===== src/hw/rtl/smpq_pkg.sv =====
// package for the sorted min-priority queue: sizes, codes and the
// command/status structs shared by the controller, datapath and top level
`timescale 1ns / 1ps

package smpq_pkg;

  // queue depth and derived widths
  localparam int CAPACITY = 64;
  localparam int CNT_W    = $clog2(CAPACITY + 1);

  // field widths
  localparam int ID_W   = 16;
  localparam int DIST_W = 32;
  localparam int STAT_W = 2;

  // stream payload widths (whole bytes)
  localparam int IN_TDATA_W  = 48;
  localparam int OUT_TDATA_W = 56;

  // operation codes carried on in_tuser
  localparam logic OP_INSERT  = 1'b0;
  localparam logic OP_EXTRACT = 1'b1;

  // result status codes carried on out_tuser
  localparam logic [STAT_W-1:0] STAT_OK    = 2'd0;
  localparam logic [STAT_W-1:0] STAT_EMPTY = 2'd1;
  localparam logic [STAT_W-1:0] STAT_FULL  = 2'd2;

  // controller states
  typedef enum logic [0:0] {
    S_IDLE,
    S_EXEC
  } state_t;

  // controller to datapath
  typedef struct packed {
    logic capture;       // latch the incoming transfer
    logic insert;        // shift the new entry into its sorted slot
    logic extract;       // pop the head entry
    logic drop_full;     // report a dropped insert
    logic report_empty;  // report an extract on an empty queue
  } dp_cmd_t;

  // datapath to controller
  typedef struct packed {
    logic op;
    logic full;
    logic empty;
  } dp_stat_t;

endpackage


===== src/hw/rtl/smpq_ctrl.sv =====
// controller for the sorted min-priority queue: two-state sequencer and
// the output valid flag; uses smpq_pkg
`timescale 1ns / 1ps

module smpq_ctrl
  import smpq_pkg::*;
(
  input  logic     clk,
  input  logic     rst_n,
  input  logic     in_tvalid,
  output logic     in_tready,
  output logic     out_tvalid,
  input  logic     out_tready,
  input  dp_stat_t stat,
  output dp_cmd_t  cmd
);

  state_t state_r, state_nxt;
  logic   out_valid_r, out_valid_nxt;
  logic   in_xfer;

  // input side opens when idle and the result register is free or draining
  assign in_tready  = (state_r == S_IDLE) && (!out_valid_r || out_tready);
  assign in_xfer    = in_tvalid && in_tready;
  assign out_tvalid = out_valid_r;

  // next state
  always_comb begin
    state_nxt = state_r;
    case (state_r)
      S_IDLE: begin
        if (in_xfer) state_nxt = S_EXEC;
      end
      S_EXEC: begin
        state_nxt = S_IDLE;
      end
      default: begin
        state_nxt = S_IDLE;
      end
    endcase
  end

  // datapath commands
  always_comb begin
    cmd = '0;
    case (state_r)
      S_IDLE: begin
        cmd.capture = in_xfer;
      end
      S_EXEC: begin
        if (stat.op == OP_INSERT) begin
          cmd.insert    = !stat.full;
          cmd.drop_full = stat.full;
        end else begin
          cmd.extract      = !stat.empty;
          cmd.report_empty = stat.empty;
        end
      end
      default: begin
        cmd = '0;
      end
    endcase
  end

  // result valid: set when a result is loaded, cleared on its transfer
  always_comb begin
    out_valid_nxt = out_valid_r;
    if (out_valid_r && out_tready) out_valid_nxt = 1'b0;
    if (state_r == S_EXEC) out_valid_nxt = 1'b1;
  end

  always_ff @(posedge clk) begin
    if (!rst_n) begin
      state_r     <= S_IDLE;
      out_valid_r <= 1'b0;
    end else begin
      state_r     <= state_nxt;
      out_valid_r <= out_valid_nxt;
    end
  end

endmodule


===== config.mk =====
export PLATFORM = sky130hd
export DESIGN_NAME = smpq_ctrl
export DESIGN_NICKNAME = d
export VERILOG_FILES = /design/src/hw/rtl/smpq_pkg.sv /design/src/hw/rtl/smpq_ctrl.sv
export SDC_FILE = /design/constraint.sdc
export NUM_CORES = 1
export LEC_CHECK = 0
export ABC_AREA = 1
export BUFFER_PORTS_ARGS = -buffer_cell sky130_fd_sc_hd__buf_2
export CAP_MARGIN = 40
export CORE_AREA = 2 2 39 41
export DETAILED_ROUTE_END_ITERATION = 12
export DIE_AREA = 0 0 41 43
export PLACE_DENSITY_LB_ADDON = 0.05
export SETUP_SLACK_MARGIN = 0.15
export SYNTH_ARGS = -nofsm -noshare
export SYNTH_HDL_FRONTEND = slang
export SYNTH_SLANG_ARGS = --single-unit

===== constraint.sdc =====
create_clock -name clk -period 0.8 [get_ports clk]
set_clock_uncertainty 0.05 [all_clocks]
set_input_delay 0.04 -clock clk [delete_from_list [all_inputs] [get_ports clk]]
set_output_delay 0.04 -clock clk [all_outputs]
set_load 0.05 [all_outputs]

==> qor.txt, run 1 <==
FINISH
------------------------------------------------------------------------
Total inserted antenna cells                                           0
Area growth syn-to-layout                                           215%
Leading cell types in the layout, fill and taps excluded    6 x buf_2, 6 x buf_6, 4 x buf_8, 3 x inv_1, 3 x clkbuf_4
Layout cell share with drive strength beyond 1                     0.838
Final core utilization                                             0.279
Cell area after layout                                           387 um2
Layout Nets                                                           46

CLOCK NETWORK
------------------------------------------------------------------------
Max clock buf depth                                                    2
Count of H-tree levels built during CTS                                1
Clock transition at path regs                                    0.03 ns
TritonCTS clock tree                                               built
Clock Root Buffer                                               clkbuf_4
Number of sinks on the clock net                                       2
Insertion delay to the later sink of the worst-skew pair         0.22 ns
Number of CTS-inserted buffers                                         3

SYNTH
------------------------------------------------------------------------
Register bit total from synthesis                                      2
Cell area after synthesis                                        123 um2
Post-synthesis sequential area ratio                               0.327
Netlist cell types                                                    10
Synthesized area per cell                                       6.45 um2
Synthesized instance count                                            19
Yosys warnings                                                         0
Synthesized netlist net count                                         26

STA
------------------------------------------------------------------------
Worst slack on hold paths                                     -0.0128 ns
Final hold violation count                                             1
Minimum clock period after layout                                1.04 ns
Sum of negative setup slack                                     -1.43 ns
Final worst setup slack                                        -0.242 ns
Peak clock frequency supported by timing                         960 MHz
Worst-margin pin slew                                           0.137 ns
Endpoints failing setup                                                8
Max Slew Vio Count                                                     0
Fin crit share                                                      1.30
Max-Slew Margin vs Limit                                           0.908
Setup repair after global routing missed its margin                 true

FLOORPLAN
------------------------------------------------------------------------
Initial standard-cell utilization of the core                     0.0886
Die boundary height                                                43 um
Die width                                                          41 um
Area of the core                                             0.00138 mm2
I/O pin count                                                         14
DIE AREA                                                     0.00176 mm2
Number of core rows                                                   14

GLOBAL ROUTING
------------------------------------------------------------------------
Global-route wire length before repair                            752 um
Initial antenna violation count                                        0
Pin count of the biggest net entering global routing                   6
Total congestion overflow                                              0
Total routing usage reported by global routing                    0.0681
Number of global-route vias before repair                            192

WORST HOLD PATH
------------------------------------------------------------------------
HP Class                                                    primary input to flip-flop

ROUTING
------------------------------------------------------------------------
Number of vias after detailed routing                                187
Total detailed-routing wirelength                                 453 um
Iter 0 DRT Violations                                                  2
Number of nets still failing antenna checks after routing              0
Total DRC errors in the routed layout                                  0
Via density per instance                                            3.53
Routed len/inst                                                  8.55 um
Count of TritonRoute iterations in the first routing pass              2

PLACED DESIGN
------------------------------------------------------------------------
Number of port buffers                                                13
Placement Cell Area                                              264 um2
Detail Placement HPWL                                             358 um
GP Congestion                                                      0.530

RUN STATUS
------------------------------------------------------------------------
Failing checks                                              hold timing, setup timing
Status                                                      finished, violations left

CRITICAL PATH
------------------------------------------------------------------------
Arrival time worst endpoint                                      0.95 ns
Req. time, crit path                                             0.71 ns
Worst-path maximum fanout                                              5
CP Capture Type                                              output port
Worst Path Class, Setup                                     flip-flop to output port
Kind of start point of the critical path                       flip-flop
Reg2reg setup slack                                             -0.14 ns

POWER
------------------------------------------------------------------------
Cell leakage power                                              0.178 nW
P per Cell Area                                              1420 mW/mm2
Peak supply drop                                                  519 uV
Final Total Pwr                                               0.000547 W

RUN
------------------------------------------------------------------------
Max-cap check violation count                                          0

[cell type report]
type,count,area (um2)
flip-flops and latches,2,47.5
clock buffers,3,22.5
well taps,16,20.0
fillers,159,997
repair buffers,16,158
inverters,5,26.3
multi-input cells,11,113
[cells in the mapped netlist (all sizes together)]
cell type / n / area, um2
a21oi: 1 / 5.00
nor2: 4 / 15.0
nor3: 2 / 15.0
nand2: 3 / 11.3
inv: 5 / 18.8
buf: 1 / 7.51
nand3: 1 / 10.0
dfxtp: 2 / 40.0
[state kept, by name (all words and copies together), names as in the netlist]
name        cells
state_r         1
out_tvalid      1
[per-layer routing]
metal / global-route usage / part of all wire / up-vias
li1: - / - / 92
met1: 0.0767 / 0.32 / 88
met2: 0.0906 / 0.60 / 7
met3: 0.0314 / 0.077 / 0
met4: 0.0600 / 0 / 0
met5: 0 / 0 / -
[cell families (layout without fill, tap and decap cells)]
logic type,Yosys count,count (layout),share of synthesized area
simple gates,10,10,0.418
buf+inv,6,24,0.214
flops,2,2,0.327
compound gates,1,1,0.0408
[timing repair]
action	CTS	global route
gates resized for setup	21	5
endpoints found under the setup margin	9	9
endpoints found under the hold margin	2	0
setup buffers	1	1
pin swaps	3	4
[path summary, 6_finish.rpt]
check | start | to | cells after the start
setup / recovery | state_r$_SDFF_PN0_ | cmd[2] | 3
hold / removal | rst_n | state_r$_SDFF_PN0_ | 3
setup reg to reg | state_r$_SDFF_PN0_ | state_r$_SDFF_PN0_ | 5
hold reg to reg | state_r$_SDFF_PN0_ | out_tvalid$_SDFFE_PN0P_ | 3
[power by group]
group	switching, W	internal [W]	total, W
sequential	0.0000121	0.000104	0.000116
clock	0.0000563	0.000165	0.000222
combinational	0.000119	0.0000904	0.000209
[stage by stage]
stage	instances	setup slack, ns
floorplan	19	-0.186
global placement	48	-0.146
detailed placement	48	-0.156
CTS	52	-0.258
global route	53	-0.276
finish	53	-0.242
[critical path: stages (launching register included)]
cell	delay, ns
dfxtp_4	0.38
inv_8	0.06
nor3_4	0.12
buf_6	0.18
(Power assumes the default switching activity.)
==> run 2, diff against run 1 <==
--- a/config.mk
+++ b/config.mk
@@ -5,7 +5,6 @@
 export SDC_FILE = /design/constraint.sdc
 export NUM_CORES = 1
 export LEC_CHECK = 0
-export ABC_AREA = 1
 export BUFFER_PORTS_ARGS = -buffer_cell sky130_fd_sc_hd__buf_2
 export CAP_MARGIN = 40
 export CORE_AREA = 2 2 39 41
==> qor.txt, run 2 <==
FLOORPLAN
------------------------------------------------------------------------------------
Die boundary height                                                            43 um
DIE AREA                                                                 0.00176 mm2
Die width                                                                      41 um
Initial standard-cell utilization of the core                                 0.0931
Area of the core                                                         0.00138 mm2
Number of core rows                                                               14
I/O pin count                                                                     14

CLOCK NETWORK
------------------------------------------------------------------------------------
Insertion delay to the later sink of the worst-skew pair                     0.22 ns
Number of sinks on the clock net                                                   2
Max clock buf depth                                                                2
Number of CTS-inserted buffers                                                     3
TritonCTS clock tree                                                           built
Count of H-tree levels built during CTS                                            1
Clock Root Buffer                                                           clkbuf_4
Clock transition at path regs                                                0.03 ns

GLOBAL ROUTING
------------------------------------------------------------------------------------
Initial antenna violation count                                                    0
Total congestion overflow                                                          0
Number of global-route vias before repair                                        138
Total routing usage reported by global routing                                0.0611
Pin count of the biggest net entering global routing                               8
Met2 track demand over resource                                               0.0750
Routing usage on met1                                                         0.0511
Met3 capacity usage during global routing                                     0.0471
Most used routing layer                                                         met4
Global-route wire length before repair                                        593 um

SYNTH
------------------------------------------------------------------------------------
Number of flops mapped to enable cells by yosys                                    0
Synthesized instance count                                                        13
Yosys warnings                                                                     0
Top cell types by occurrence after synthesis                            2 x dfxtp_1, 2 x nor2_1, 2 x nor3b_1
Synthesized netlist net count                                                     20
Library cell occupying the most area in the post-synthesis netlist           dfxtp_1
Share of flip-flops with an asynchronous set or reset after synthesis              0
Register bit total from synthesis                                                  2
Predominant post-synthesis flop cell                                         dfxtp_1
Post-synthesis sequential area ratio                                           0.311
Yosys top cell area share                                                      0.311
Cell area after synthesis                                                    129 um2
Dominant cells by area after synthesis                                  dfxtp_1 31%, nor4bb_2 13%, nor3b_1 12%
Synthesized area per cell                                                   9.91 um2
Netlist cell types                                                                10

FINISH
------------------------------------------------------------------------------------
Multi-input logic area                                                       133 um2
Flip-flop and latch area                                                    47.5 um2
Commonest non-fill, non-tap cell in the layout                                 buf_2
Leading cell types in the layout, fill and taps excluded                7 x buf_2, 5 x buf_6, 3 x clkbuf_4, 3 x buf_4
Layout filler cell count                                                         143
Total inserted antenna cells                                                       0
Area growth syn-to-layout                                                       184%
Layout Nets                                                                       41
Layout cell share with drive strength beyond 1                                 0.969
Cell area after layout                                                       367 um2

CRITICAL PATH
------------------------------------------------------------------------------------
Req. time, crit path                                                         0.71 ns
CP max stage delay                                                           0.33 ns
Worst-path maximum fanout                                                          3
Arrival time worst endpoint                                                  1.03 ns
Critical path's top delay family                                          flip-flops
Worst Path Class, Setup                                                 flip-flop to output port
Kind of start point of the critical path                                   flip-flop
Max stage delay cell, worst path                                             dfxtp_4
Cells along the critical path                                           nor2b_4 > nor3b_2 > buf_6
WP buf/inv                                                                         1
CP Capture Type                                                          output port

WORST HOLD PATH
------------------------------------------------------------------------------------
HP Class                                                                primary input to flip-flop

PLACED DESIGN
------------------------------------------------------------------------------------
Placement Cell Area                                                          249 um2
Number of port buffers                                                            13
Worst setup slack after placement                                          -0.169 ns
GP Congestion                                                                  0.550

STA
------------------------------------------------------------------------------------
Peak clock frequency supported by timing                                     892 MHz
Worst-margin pin slew                                                       0.247 ns
Final worst setup slack                                                    -0.321 ns
Minimum clock period after layout                                            1.12 ns
Fin crit share                                                                  1.40
Endpoints failing setup                                                            9
Setup repair after global routing missed its margin                             true
Max-Slew Margin vs Limit                                                       0.836
Final hold violation count                                                         1
Max Slew Vio Count                                                                 0
Worst slack on hold paths                                               -0.000447 ns

POWER
------------------------------------------------------------------------------------
Net Sw Power                                                              0.000160 W
Cell-internal power                                                       0.000350 W
P per Cell Area                                                          1390 mW/mm2
Clock power frac                                                               0.433
Cell leakage power                                                          0.171 nW
Fraction of power spent switching nets                                         0.314
Power share of the sequential group                                            0.222
Final Total Pwr                                                           0.000510 W
Gate power share                                                               0.345
Peak supply drop                                                              269 uV

ROUTING
------------------------------------------------------------------------------------
Total DRC errors in the routed layout                                              0
Count of TritonRoute iterations in the first routing pass                          3
Number of nets still failing antenna checks after routing                          0
Iter 0 DRT Violations                                                              2
Routed len/inst                                                              8.27 um
Total detailed-routing wirelength                                             397 um
Via density per instance                                                        3.48
Number of vias after detailed routing                                            167

RUN STATUS
------------------------------------------------------------------------------------
Status                                                                  finished, violations left
Failing checks                                                          hold timing, setup timing

RUN
------------------------------------------------------------------------------------
Max-cap check violation count                                                      0

## run 2: changes by cell type after synthesis, moves of 2 or more
cell and delta:
nor2_1 -2, nor3b_1 +2, inv_1 -4, nand2_1 -2
## run 2: layer usage
| metal | vias up | part of all wire |
|---|---|---|
| li1 | 85 | - |
| met1 | 75 | 0.34 |
| met2 | 7 | 0.58 |
| met3 | 0 | 0.076 |
| met4 | 0 | 0 |
| met5 | - | 0 |
## run 2: power by group through the flow
stage / clock [W] / combinational (W) / sequential [W]
after detailed placement: 0 / 0.000130 / 0.000117
after global routing: 0.000246 / 0.000185 / 0.000116
after global placement: 0 / 0.000130 / 0.000116
final: 0.000221 / 0.000176 / 0.000113
after CTS: 0.000238 / 0.000161 / 0.000116
after floorplan: 0 / 0.0000901 / 0.000124
## run 2: cell families after synthesis
group	after synthesis	share of synthesized area
AOI/OAI and AO/OA	1	0.0583
buffers and inverters	1	0.0583
DFF	2	0.311
and+or+nand+nor	9	0.573
## run 2: final timing paths
kind | start | to | slack (ns) | cells after the start
max | out_tvalid$_SDFFE_PN0P_ | cmd[4] | -0.32 | 3
min | rst_n | out_tvalid$_SDFFE_PN0P_ | -0.0004 | 2
max reg2reg | out_tvalid$_SDFFE_PN0P_ | state_r$_SDFF_PN0_ | -0.29 | 4
min reg2reg | state_r$_SDFF_PN0_ | state_r$_SDFF_PN0_ | 0.55 | 2
## run 2: metrics by stage
| stage | TNS, ns | hold slack, ns | std cells | util |
|---|---|---|---|---|
| floorplan | -0.678 | 0.0888 | 13 | - |
| detailed placement | -0.831 | 0.215 | 41 | 0.180 |
| CTS | -2.12 | -0.0183 | 46 | 0.242 |
| finish | -2.12 | -0.000447 | 48 | 0.265 |
| global route | -2.54 | -0.0107 | 48 | 0.265 |
| global placement | -0.769 | 0.217 | 41 | 0.180 |
## run 2: area by class of cell
cell class | instances | share of cell area
clock buffers | 3 | 0.0614
well taps | 16 | 0.0546
repair buffers | 17 | 0.392
flip-flops and latches | 2 | 0.130
multi-input cells | 10 | 0.362
## run 2: worst register-to-register path, delay by kind of cell, from the launching register on
| kind | cells | cell delay, ns |
|---|---|---|
| buffers and inverters | 2 | 0.24 |
| AND/OR/NAND/NOR | 2 | 0.39 |
| flip-flops | 1 | 0.33 |
## run 2: what timing repair did
action	4_1_cts	5_1_grt
gates resized for setup	15	3
pin swaps	1	1
setup endpoints to repair	9	9
buffers inserted	2	2
endpoints found under the hold margin	1	1
